## config.mk

```make
export PLATFORM = sky130hd
export DESIGN_NAME = noisy_sine_test_tone
export DESIGN_NICKNAME = d
export VERILOG_FILES = /design/src/rtl/nst_pkg.sv /design/src/rtl/nst_front.sv /design/src/rtl/nst_queue.sv /design/src/rtl/nst_back.sv /design/src/rtl/noisy_sine_test_tone.sv
export SDC_FILE = /design/constraint.sdc
export NUM_CORES = 1
export LEC_CHECK = 0
export BUFFER_PORTS_ARGS = -buffer_cell sky130_fd_sc_hd__buf_2
export CAP_MARGIN = 20
export CORE_MARGIN = 5
export CORE_UTILIZATION = 40
export DETAILED_ROUTE_END_ITERATION = 8
export PLACE_DENSITY_LB_ADDON = 0.1
export SLEW_MARGIN = 10
export SYNTH_ARGS = -nofsm -noshare
export SYNTH_HDL_FRONTEND = slang
export SYNTH_SLANG_ARGS = --single-unit
```

## constraint.sdc

```tcl
create_clock -name clock -period 6.2 [get_ports clock]
set_input_delay 0.31 -clock clock [delete_from_list [all_inputs] [get_ports clock]]
set_output_delay 0.31 -clock clock [all_outputs]
set_load 0.01 [all_outputs]
```

## src/rtl/nst_pkg.sv

```systemverilog
// Shared types, constants and the sine table for the noisy sine test tone.
`default_nettype none
package nst_pkg;

   // beat field widths
   localparam int PHASE_W     = 4;
   localparam int COUNT_W     = 7;
   localparam int SAMPLE_W    = 15;
   localparam int SEED_W      = 32;
   localparam int CSR_DATA_W  = 32;
   localparam int CSR_ADDR_W  = 3;
   localparam int REQ_DATA_W  = 16;
   localparam int RSP_DATA_W  = 16;

   localparam int MAX_BURST_DEFAULT = 64;
   localparam int QUEUE_DEPTH       = 2;

   // register index decode (paddr[2] selects the word)
   localparam logic IDX_SEED = 1'b0;
   localparam logic [SEED_W-1:0] SEED_RESET = 32'd1;

   // mod 2001 by reciprocal: q = (x * NOISE_RECIP) >> NOISE_SHIFT, low by at most 1
   localparam int                NOISE_SHIFT  = 42;
   localparam logic [31:0]       NOISE_RECIP  = 32'd2197924293;
   localparam int                QUOT_W       = 64 - NOISE_SHIFT;
   localparam int                REM_W        = 12;
   localparam logic [10:0]       NOISE_SPAN   = 11'd2001;
   localparam logic signed [SAMPLE_W-1:0] NOISE_OFFSET = 15'sd1000;

   typedef struct packed {
      logic [COUNT_W-1:0] count;
      logic [PHASE_W-1:0] start;
   } nst_entry_type;

   typedef struct packed {
      logic          valid;
      nst_entry_type entry;
   } nst_push_type;

   typedef struct packed {
      logic              load;
      logic [SEED_W-1:0] value;
   } nst_seed_load_type;

   // 8000 * sin(2*pi*k/16), rounded
   function automatic logic signed [SAMPLE_W-1:0] tone_value(input logic [PHASE_W-1:0] k);
      logic signed [SAMPLE_W-1:0] v;
      case (k)
         4'd0:    v = 15'sd0;
         4'd1:    v = 15'sd3061;
         4'd2:    v = 15'sd5657;
         4'd3:    v = 15'sd7391;
         4'd4:    v = 15'sd8000;
         4'd5:    v = 15'sd7391;
         4'd6:    v = 15'sd5657;
         4'd7:    v = 15'sd3061;
         4'd8:    v = 15'sd0;
         4'd9:    v = -15'sd3061;
         4'd10:   v = -15'sd5657;
         4'd11:   v = -15'sd7391;
         4'd12:   v = -15'sd8000;
         4'd13:   v = -15'sd7391;
         4'd14:   v = -15'sd5657;
         default: v = -15'sd3061;
      endcase
      return v;
   endfunction

endpackage
`default_nettype wire

```

## src/rtl/nst_front.sv

```systemverilog
// Request front end: drops empty bursts, clamps the length, feeds the queue.
`default_nettype none
module nst_front
   import nst_pkg::*;
#(
   parameter int MAX_BURST = MAX_BURST_DEFAULT
) (
   input  wire logic               reset,
   input  wire logic               req_tvalid,
   output      logic               req_tready,
   input  wire logic [PHASE_W-1:0] req_start,
   input  wire logic [COUNT_W-1:0] req_count,
   input  wire logic               queue_full,
   output      nst_push_type       push
);

   localparam logic [COUNT_W-1:0] MAX_COUNT = COUNT_W'(MAX_BURST);

   logic accept;

   // no beat is taken while reset is high
   assign req_tready = ~queue_full & ~reset;
   assign accept     = req_tvalid & req_tready;

   always_comb begin
      push.valid       = accept && (req_count != '0);
      push.entry.start = req_start;
      push.entry.count = (req_count > MAX_COUNT) ? MAX_COUNT : req_count;
   end

endmodule
`default_nettype wire

```

## src/rtl/nst_queue.sv

```systemverilog
// Small flop FIFO of pending bursts between front end and sample engine.
`default_nettype none
module nst_queue
   import nst_pkg::*;
#(
   parameter int DEPTH = QUEUE_DEPTH
) (
   input  wire logic   clock,
   input  wire logic   reset,
   input  wire nst_push_type push,
   input  wire logic   pop,
   output      logic   full,
   output      logic   empty,
   output nst_entry_type head
);

   localparam int PTR_W = (DEPTH > 1) ? $clog2(DEPTH) : 1;
   localparam int CNT_W = $clog2(DEPTH + 1);
   localparam logic [PTR_W-1:0] LAST_PTR = PTR_W'(DEPTH - 1);
   localparam logic [CNT_W-1:0] FULL_CNT = CNT_W'(DEPTH);

   nst_entry_type    store_ff [DEPTH];
   logic [PTR_W-1:0] wr_ptr_ff, wr_ptr_in;
   logic [PTR_W-1:0] rd_ptr_ff, rd_ptr_in;
   logic [CNT_W-1:0] fill_ff, fill_in;
   logic             do_push, do_pop;

   assign full    = (fill_ff == FULL_CNT);
   assign empty   = (fill_ff == '0);
   assign do_push = push.valid & ~full;
   assign do_pop  = pop & ~empty;
   assign head    = store_ff[rd_ptr_ff];

   always_comb begin
      wr_ptr_in = wr_ptr_ff;
      rd_ptr_in = rd_ptr_ff;
      fill_in   = fill_ff;
      if (do_push) begin
         wr_ptr_in = (wr_ptr_ff == LAST_PTR) ? '0 : wr_ptr_ff + 1'b1;
      end
      if (do_pop) begin
         rd_ptr_in = (rd_ptr_ff == LAST_PTR) ? '0 : rd_ptr_ff + 1'b1;
      end
      if (do_push && !do_pop) begin
         fill_in = fill_ff + 1'b1;
      end else if (do_pop && !do_push) begin
         fill_in = fill_ff - 1'b1;
      end
   end

   always_ff @(posedge clock) begin
      if (reset) begin
         wr_ptr_ff <= '0;
         rd_ptr_ff <= '0;
         fill_ff   <= '0;
      end else begin
         wr_ptr_ff <= wr_ptr_in;
         rd_ptr_ff <= rd_ptr_in;
         fill_ff   <= fill_in;
      end
   end

   always_ff @(posedge clock) begin
      if (do_push) begin
         store_ff[wr_ptr_ff] <= push.entry;
      end
   end

endmodule
`default_nettype wire

```

## src/rtl/nst_back.sv

```systemverilog
// Sample engine: burst sequencer, xorshift, mod-2001 pipeline, output register.
`default_nettype none
module nst_back
   import nst_pkg::*;
(
   input  wire logic                clock,
   input  wire logic                reset,
   input  wire nst_seed_load_type   seed_load,
   input  wire logic                queue_empty,
   input  wire nst_entry_type       queue_head,
   output      logic                queue_pop,
   output      logic                rsp_tvalid,
   input  wire logic                rsp_tready,
   output      logic [SAMPLE_W-1:0] rsp_sample,
   output      logic                rsp_last
);

   // whole pipe moves together; stalls only when the output beat is held
   logic en, issue;

   logic               active_ff, active_in;
   logic [PHASE_W-1:0] phase_ff, phase_in;
   logic [COUNT_W-1:0] left_ff, left_in;
   logic [SEED_W-1:0]  rng_ff, rng_in, rng_next;

   // stage 1: fresh generator value
   logic               s1_valid_ff;
   logic [31:0]        s1_x_ff;
   logic [PHASE_W-1:0] s1_phase_ff;
   logic               s1_last_ff;
   // stage 2: quotient estimate
   logic               s2_valid_ff;
   logic [QUOT_W-1:0]  s2_q_ff, s2_q_in;
   logic [REM_W-1:0]   s2_xlo_ff;
   logic [PHASE_W-1:0] s2_phase_ff;
   logic               s2_last_ff;
   // stage 3: remainder in 0..4001
   logic               s3_valid_ff;
   logic [REM_W-1:0]   s3_rem_ff, s3_rem_in;
   logic [PHASE_W-1:0] s3_phase_ff;
   logic               s3_last_ff;
   // output beat
   logic                       out_valid_ff;
   logic signed [SAMPLE_W-1:0] out_sample_ff, out_sample_in;
   logic                       out_last_ff;

   logic [63:0]        prod1;
   logic [QUOT_W+10:0] prod2;
   logic [REM_W-1:0]   rem_fix;
   logic signed [SAMPLE_W-1:0] noise;

   assign en        = ~out_valid_ff | rsp_tready;
   assign issue     = en & active_ff;
   assign queue_pop = en & ~active_ff & ~queue_empty;

   always_comb begin
      logic [31:0] x;
      x        = rng_ff;
      x        = x ^ (x << 13);
      x        = x ^ (x >> 17);
      x        = x ^ (x << 5);
      rng_next = x;
   end

   always_comb begin
      active_in = active_ff;
      phase_in  = phase_ff;
      left_in   = left_ff;
      rng_in    = rng_ff;
      if (seed_load.load) begin
         rng_in = (seed_load.value == '0) ? SEED_RESET : seed_load.value;
      end else if (issue) begin
         rng_in = rng_next;
      end
      if (issue) begin
         phase_in = phase_ff + 1'b1;
         left_in  = left_ff - 1'b1;
         if (left_ff == COUNT_W'(1)) begin
            active_in = 1'b0;
         end
      end else if (queue_pop) begin
         active_in = 1'b1;
         phase_in  = queue_head.start;
         left_in   = queue_head.count;
      end
   end

   assign prod1   = 64'(s1_x_ff) * 64'(NOISE_RECIP);
   assign s2_q_in = prod1[63:NOISE_SHIFT];

   assign prod2     = s2_q_ff * NOISE_SPAN;
   assign s3_rem_in = s2_xlo_ff - prod2[REM_W-1:0];

   assign rem_fix = (s3_rem_ff >= REM_W'(NOISE_SPAN)) ? s3_rem_ff - REM_W'(NOISE_SPAN)
                                                      : s3_rem_ff;
   assign noise         = $signed(SAMPLE_W'(rem_fix)) - NOISE_OFFSET;
   assign out_sample_in = tone_value(s3_phase_ff) + noise;

   always_ff @(posedge clock) begin
      if (reset) begin
         active_ff    <= 1'b0;
         phase_ff     <= '0;
         left_ff      <= '0;
         rng_ff       <= SEED_RESET;
         s1_valid_ff  <= 1'b0;
         s2_valid_ff  <= 1'b0;
         s3_valid_ff  <= 1'b0;
         out_valid_ff <= 1'b0;
      end else begin
         active_ff <= active_in;
         phase_ff  <= phase_in;
         left_ff   <= left_in;
         rng_ff    <= rng_in;
         if (en) begin
            s1_valid_ff  <= issue;
            s2_valid_ff  <= s1_valid_ff;
            s3_valid_ff  <= s2_valid_ff;
            out_valid_ff <= s3_valid_ff;
         end
      end
   end

   always_ff @(posedge clock) begin
      if (en) begin
         s1_x_ff       <= rng_next;
         s1_phase_ff   <= phase_ff;
         s1_last_ff    <= (left_ff == COUNT_W'(1));
         s2_q_ff       <= s2_q_in;
         s2_xlo_ff     <= s1_x_ff[REM_W-1:0];
         s2_phase_ff   <= s1_phase_ff;
         s2_last_ff    <= s1_last_ff;
         s3_rem_ff     <= s3_rem_in;
         s3_phase_ff   <= s2_phase_ff;
         s3_last_ff    <= s2_last_ff;
         out_sample_ff <= out_sample_in;
         out_last_ff   <= s3_last_ff;
      end
   end

   assign rsp_tvalid = out_valid_ff;
   assign rsp_sample = out_sample_ff;
   assign rsp_last   = out_last_ff;

endmodule
`default_nettype wire

```

## src/rtl/noisy_sine_test_tone.sv

```systemverilog
// Top level of the noisy sine test tone generator.
// Each request beat carries a start phase and a burst length; the block answers
// with that many sample beats, the last one flagged on rsp_tlast. Each sample is
// a 16-entry sine table value (amplitude 8000) plus xorshift32 noise in
// -1000..1000. A burst streams at one beat per cycle once started, unless the
// output is held. Each burst is picked off the two-entry request queue, and each
// sample then passes the noise pipe registers (generator, reciprocal multiply,
// remainder, table add). Output back-pressure stalls the whole sample pipe; up
// to two further requests are queued while a burst runs. Empty bursts are
// dropped, lengths above MAX_BURST are clamped. Writing the seed register (byte
// address 0) reloads the generator, a zero seed loading 1; write it only while
// the block is idle. There is no clearing pass after reset.
`default_nettype none
module noisy_sine_test_tone
   import nst_pkg::*;
#(
   parameter int MAX_BURST = MAX_BURST_DEFAULT
) (
   input  wire logic                  clock,
   input  wire logic                  reset,
   // request channel
   input  wire logic                  req_tvalid,
   output      logic                  req_tready,
   input  wire logic [REQ_DATA_W-1:0] req_tdata,   // [3:0] start_phase, [10:4] count, rest zero
   // sample channel
   output      logic                  rsp_tvalid,
   input  wire logic                  rsp_tready,
   output      logic [RSP_DATA_W-1:0] rsp_tdata,   // [14:0] sample (signed), [15] zero
   output      logic                  rsp_tlast,
   // register port
   input  wire logic                  csr_psel,
   input  wire logic                  csr_penable,
   input  wire logic                  csr_pwrite,
   input  wire logic [CSR_ADDR_W-1:0] csr_paddr,
   input  wire logic [CSR_DATA_W-1:0] csr_pwdata,
   output      logic [CSR_DATA_W-1:0] csr_prdata,
   output      logic                  csr_pready
);

   logic [SEED_W-1:0] seed_ff, seed_in;
   logic              csr_wr, idx_hit;
   nst_seed_load_type seed_load;
   nst_push_type      push;
   nst_entry_type     head;
   logic              queue_full, queue_empty, queue_pop;
   logic [SAMPLE_W-1:0] sample;

   // register file: one word, seed
   assign csr_pready = 1'b1;
   assign idx_hit    = (csr_paddr[2] == IDX_SEED);
   assign csr_wr     = csr_psel & csr_penable & csr_pwrite & csr_pready;
   assign seed_in    = (csr_wr && idx_hit) ? csr_pwdata : seed_ff;
   assign csr_prdata = idx_hit ? seed_ff : '0;

   always_comb begin
      seed_load.load  = csr_wr & idx_hit;
      seed_load.value = csr_pwdata;
   end

   always_ff @(posedge clock) begin
      if (reset) begin
         seed_ff <= SEED_RESET;
      end else begin
         seed_ff <= seed_in;
      end
   end

   nst_front #(
      .MAX_BURST (MAX_BURST)
   ) u_front (
      .reset      (reset),
      .req_tvalid (req_tvalid),
      .req_tready (req_tready),
      .req_start  (req_tdata[PHASE_W-1:0]),
      .req_count  (req_tdata[PHASE_W+COUNT_W-1:PHASE_W]),
      .queue_full (queue_full),
      .push       (push)
   );

   nst_queue #(
      .DEPTH (QUEUE_DEPTH)
   ) u_queue (
      .clock (clock),
      .reset (reset),
      .push  (push),
      .pop   (queue_pop),
      .full  (queue_full),
      .empty (queue_empty),
      .head  (head)
   );

   nst_back u_back (
      .clock       (clock),
      .reset       (reset),
      .seed_load   (seed_load),
      .queue_empty (queue_empty),
      .queue_head  (head),
      .queue_pop   (queue_pop),
      .rsp_tvalid  (rsp_tvalid),
      .rsp_tready  (rsp_tready),
      .rsp_sample  (sample),
      .rsp_last    (rsp_tlast)
   );

   assign rsp_tdata = {{(RSP_DATA_W-SAMPLE_W){1'b0}}, sample};

endmodule
`default_nettype wire

```

Word level (Yosys, flattened, before mapping)
Memory sizes are Yosys's and may differ from the RTL's. A register that Yosys moved wholly into a read port is not among the register bits.
Cells that the tools add are included.
Storage, ports and cells
  output and inout bits: 52
  input bits: 58
  bits in registers: 193
  bits in writable memories: 22
  bits in read-only memories: 240
  memories: 2
Operators by class
  reductions and logical operators: 13
  muxes and demuxes: 22
  bitwise gates (word level): 20
  order comparisons: 2
  equality and inequality tests: 3
  add/sub/neg operators: 10
  $mul: 2
Memories
  (name not given): depth 16, width 15, rd ports 1, clocked after Yosys merged registers in 1, wr ports 0, RTL line nst_pkg.sv:48  | case (k)
  u_queue.store_ff: depth 2, width 11, rd ports 1, clocked after Yosys merged registers in 1, wr ports 1, RTL line nst_queue.sv:22  | nst_entry_type store_ff [DEPTH];
Operators with widths (number)
  32-bit two-way mux: 4
  32-bit by 32-bit multiplier with 64-bit output, second input constant: 1
  32-bit bitwise XOR: 2
  32-bit logical NOT: 1
  32-bit by 15-bit bitwise XOR with 32-bit output: 1
  22-bit by 11-bit multiplier with 12-bit output, second input constant: 1
  7-bit two-way mux: 3
  15-bit adder: 1
  12-bit by 10-bit subtractor with 13-bit output, second input constant: 1
  12-bit by 11-bit >= comparator with 1-bit output, second input constant: 1
  12-bit two-way mux: 1
  4-bit two-way mux: 3
  12-bit by 11-bit subtractor with 12-bit output, second input constant: 1
  12-bit subtractor: 1
  1-bit bitwise AND: 10
  1-bit two-way mux: 9
  7-bit by 1-bit equality test with 1-bit output, second input constant: 1
  7-bit > comparator, second input constant: 1
  7-bit nonzero test: 1
  7-bit by 1-bit subtractor with 7-bit output, second input constant: 1
  1-bit NOT: 6
  2-bit nonzero test: 3
  4-bit by 1-bit adder with 4-bit output, second input constant: 1
  1-bit logical AND: 4
  other kinds (10): 13

Longest topological paths before layout
  depth after elaboration: 10
  depth in mapped cells: 23
  gate-level depth less buffers: 23

By module
Synthesis repeated with hierarchy kept, for this count alone.
Second synthesis, totals
  cell total of the unflattened synthesis: 2321
  area total of the unflattened synthesis: 23660.2 um2
By module, submodules not included
  nst_back: area an instance 20831.2 um2, sequential area each 4194.0 um2, cells each 2067, instances 1
  noisy_sine_test_tone: area an instance 1702.9 um2, sequential area each 640.6 um2, cells each 179, instances 1
  nst_queue: area an instance 1007.2 um2, sequential area each 760.7 um2, cells each 59, instances 1
  nst_front: area an instance 118.9 um2, sequential area each 0.0 um2, cells each 16, instances 1

Least setup slack after synthesis
Ideal clock, no wire load.
  kind: reg-to-reg
  start: register u_back.s1_x_ff[11]
  end: register u_back.s2_q_ff[7], data pin
  data arrival time: 6.211 ns
  period minus slack after synthesis: 6.473 ns
  slack: -0.273 ns
  cell stages (with the launch flop): 24
  path buffers: 0
  data required time: 5.937 ns
  cells stage by stage: edfxtp_1 -> ha_1 -> fa_1 -> inv_1 -> fa_1 -> fa_1 -> inv_1 -> fa_1 -> inv_1 -> fa_1 -> inv_1 -> fa_1 -> inv_1 -> fa_1 -> inv_1 -> ha_1 -> a211o_1 -> a21oi_1 -> nand3_1 -> a41o_1 -> o2111ai_1 -> a31oi_1 -> a311oi_1 -> xnor2_1
On the way
  longest elaborated chain between the ends: 1
Ends and longest elaborated chain
  start, declared: RTL line nst_back.sv:28  | logic [31:0] s1_x_ff;
  start signal, assigned: RTL line nst_back.sv:125  | s1_x_ff <= rng_next;
  32-bit by 32-bit multiplier with 64-bit output: RTL line nst_back.sv:88  | assign prod1 = 64'(s1_x_ff) * 64'(NOISE_RECIP);
  net u_back.prod1[49]: RTL line nst_back.sv:47  | logic [63:0] prod1;
  end signal, assigned: RTL line nst_back.sv:128  | s2_q_ff <= s2_q_in;
  end, declared: RTL line nst_back.sv:33  | logic [QUOT_W-1:0] s2_q_ff, s2_q_in;
The timed path passes the listed nets, and every way through them passes these cells.
A chain may end at the register's enable or synchronous reset.

Worst setup path after layout
  start: register u_back.s1_x_ff[17]
  end: register u_back.s2_q_ff[5], data pin
The elaborated chain is that of the path after synthesis.

==> flow_metrics.tcl <==
set metrics [dict create \
    detail_route.wl_per_cell_um 18.93 \
    synth_fp_nets 2942 \
    final_cell_mix "inv_1 (509), ha_1 (310), fa_1 (257)" \
    hpwl_um 54310 \
    hold_violations 0 \
    vias 15890 \
    synth_fa_ha_area_frac 0.4474 \
    fin_crit_sh 1.051 \
    overflow 0 \
    dieWidth_um 248.7 \
    max_freq_mhz 153.5 \
    yosys_register_bits 219 \
    avgViaCountPerCell 4.749 \
    row_count 87 \
    synth_edf_count 121 \
    yosys.area.top_type "fa_1" \
    cap_viol_max_count 0 \
    cts_tree "yes" \
    syn_area_um2 22800 \
    design_area_um2 27930 \
    setup_viol 12 \
    synthMuxAreaShare 0.01367 \
    end_kind "register" \
    clock_path_buffers 3 \
    synth-compound-area-share 0.06306 \
    fin_skew_ns 0.03675 \
    fin_util 0.4953 \
    clkLatencyLatePin_ns 0.56 \
    first_pass_iters 5 \
    yosysSeqAreaShare 0.2454 \
    slowest_delay_ns 0.53 \
    slew_violations 0 \
    dieArea_um2 61870 \
    cts.sinks 219 \
    r2r_setup_slack_ns -0.31 \
    hold_path_depth 3 \
    die_h_um 248.7 \
    grt_pass1_wl_um 99520 \
    io_buffers 100 \
    synth_top_family_by_area "adder cells" \
    async_reset_ff_frac 0 \
    yosysTopAreaCellShare 0.2432 \
    hp-class "input port to register" \
    antenna_cells 0 \
    synth_warnings 0 \
    synth_cell_type_count 67 \
    failed_checks "negative setup slack" \
    syn_inst 2235 \
    io_pins 110 \
    relSlewSlack 0.3446 \
    fin_nets 3276 \
    area_delta_synth_final_pct 22.51 \
    crit_required_ns 6.47 \
    first_iter_violations 561 \
    grt_util_all_layers 0.2049 \
    layout_commonest_cell "inv_1" \
    stdcell_count 3345 \
    cp-start-kind "register" \
    rsz0062_at_grt "yes" \
    yosys.area_share.simple 0.07794 \
    drive_gt1_frac 0.2101 \
    cts_inserted_buffers 26 \
    drc 0 \
    ctsRootBufferMaster "clkbuf_16" \
    cts_max_level 1 \
    outcome "complete, but fails checks" \
    totalWireLength_um 63330 \
    post_dp_cell_area_um2 25780 \
    gp_congestion 0.9439 \
    layout_min_cycle_time_ns 6.515 \
    synth_area_per_cell_um2 10.20 \
    worstSetupPathType "register to register" \
    dp_worst_setup_slack_ns -0.6252 \
    crit_slowest_cell "fa_2" \
    ant_nets 0 \
    worst_slack_ns -0.3145 \
    synth_ff_type "edfxtp_1" \
    fillers 5359 \
    reg2regPathDepth 23 \
    grt_pass1_vias 17390 \
    antenna_found_initial 0 \
    initial_core_util 0.4043 \
    crit_chain "buf_6, buf_4, ha_4, fa_2, inv_1, fa_1, inv_1, ha_1, fa_1, fa_2, fa_1, inv_1, fa_1, inv_1, ha_1, a211oi_2, o21ai_2, nor2_2, o2111ai_4, o211ai_1, o21ai_2, a221oi_2, xnor2_1" \
    core_um2 56390 \
    cp.arrival_ns 6.78 \
    synth_xor_area_frac 0.05593 \
    worst_pin_slew_ns 0.9810 \
    clk_pin_slew_ns 0.06 \
    critPathMaxFanout 6 \
    placed_cells 3247 \
    ys_top_cells_by_area "fa_1 (24%), ha_1 (20%), edfxtp_1 (16%)" \
    grt_max_degree 87 \
]
[cell usage after synthesis, drive strengths merged, types with 8 or more instances]
library cell / number
buf: 8
a21oi: 103
a311oi: 8
or3: 20
nor2b: 60
nand2: 132
ha: 372
a31oi: 8
a21o: 8
nor2: 94
xnor2: 108
clkbuf: 31
o21ai: 42
dfxtp: 98
nor4: 10
inv: 542
o21a: 8
nor3: 12
nand3: 11
xor2: 35
edfxtp: 121
fa: 277
mux2i: 30
[layout make-up]
type | count | area [µm²] | area share
clock inverter | 17 | 209.0 | 0.007481
tap | 756 | 945.9 | 0.03387
timing repair buffer | 345 | 2459 | 0.08803
inverter | 543 | 2047 | 0.07329
sequential | 219 | 5595 | 0.2003
multi-input combinational | 1434 | 16000 | 0.5730
clock buffer | 31 | 669.4 | 0.02397
[final timing paths]
path,startpoint,end
max,u_back.s1_x_ff[17],u_back.s2_q_ff[5]
min,csr_pwdata[14],seed_ff[14]
max reg2reg,u_back.s1_x_ff[17],u_back.s2_q_ff[5]
min reg2reg,u_back.s3_last_ff,u_back.rsp_last
[per-layer routing]
metal | part of all wire | GRT usage
met1 | 0.46 | 0.2770
met2 | 0.49 | 0.3589
met3 | 0.032 | 0.02558
met4 | 0.021 | 0.03721
met5 | 0 | 0
[flip-flops by register name (all words and copies together) (netlist names), 4 cells and up, named ones only]
name / count
seed_ff: 32
u_back.rng_ff: 32
u_back.s1_x_ff: 32
u_queue.store_ff: 22
u_back.rsp_sample: 15
u_back.s2_q_ff: 12
u_back.s2_xlo_ff: 12
u_back.s3_rem_ff: 12
u_back.left_ff: 7
u_back.phase_ff: 4
u_back.s1_phase_ff: 4
u_back.s2_phase_ff: 4
u_back.s3_phase_ff: 4
[worst max-delay path: cells and delay by family, from the launching register on]
family | cells | cell delay (ns)
adder cells (fa/ha/maj) | 9 | 3.75
XOR/XNOR | 1 | 0.13
buffers and inverters | 6 | 0.49
AND/OR/NAND/NOR | 1 | 0.15
flip-flops | 1 | 0.38
AO/OA/AOI/OAI | 6 | 1.32
[metrics by stage]
stage / setup TNS, ns / hold slack (ns)
6_report: -2.430 / 0.02683
5_1_grt: -4.828 / 0.03025
4_1_cts: -2.437 / 0.003005
3_5_place_dp: -5.697 / 0.4045
3_3_place_gp: -5.251 / 0.4077
2_1_floorplan: 0 / 0.4003
[cells by family after synthesis]
group | count (synthesis)
fa+ha+maj | 649
flops | 219
xor+xnor | 144
other cells | 2
simple gates | 374
mux | 31
compound gates | 234
buf+inv | 582
[what timing repair did]
| action | CTS | global route |
|---|---|---|
| resized for setup | 93 | 69 |
| endpoints found under the setup margin | 12 | 12 |
| hold buffers | 6 | 0 |
| pin swaps | 83 | 63 |
| hold endpoints to repair | 10 | 0 |
| buffers inserted | 32 | 12 |
Power is not shown: default switching activity piles up to over one toggle a cycle in this logic, so the estimate is an artifact.
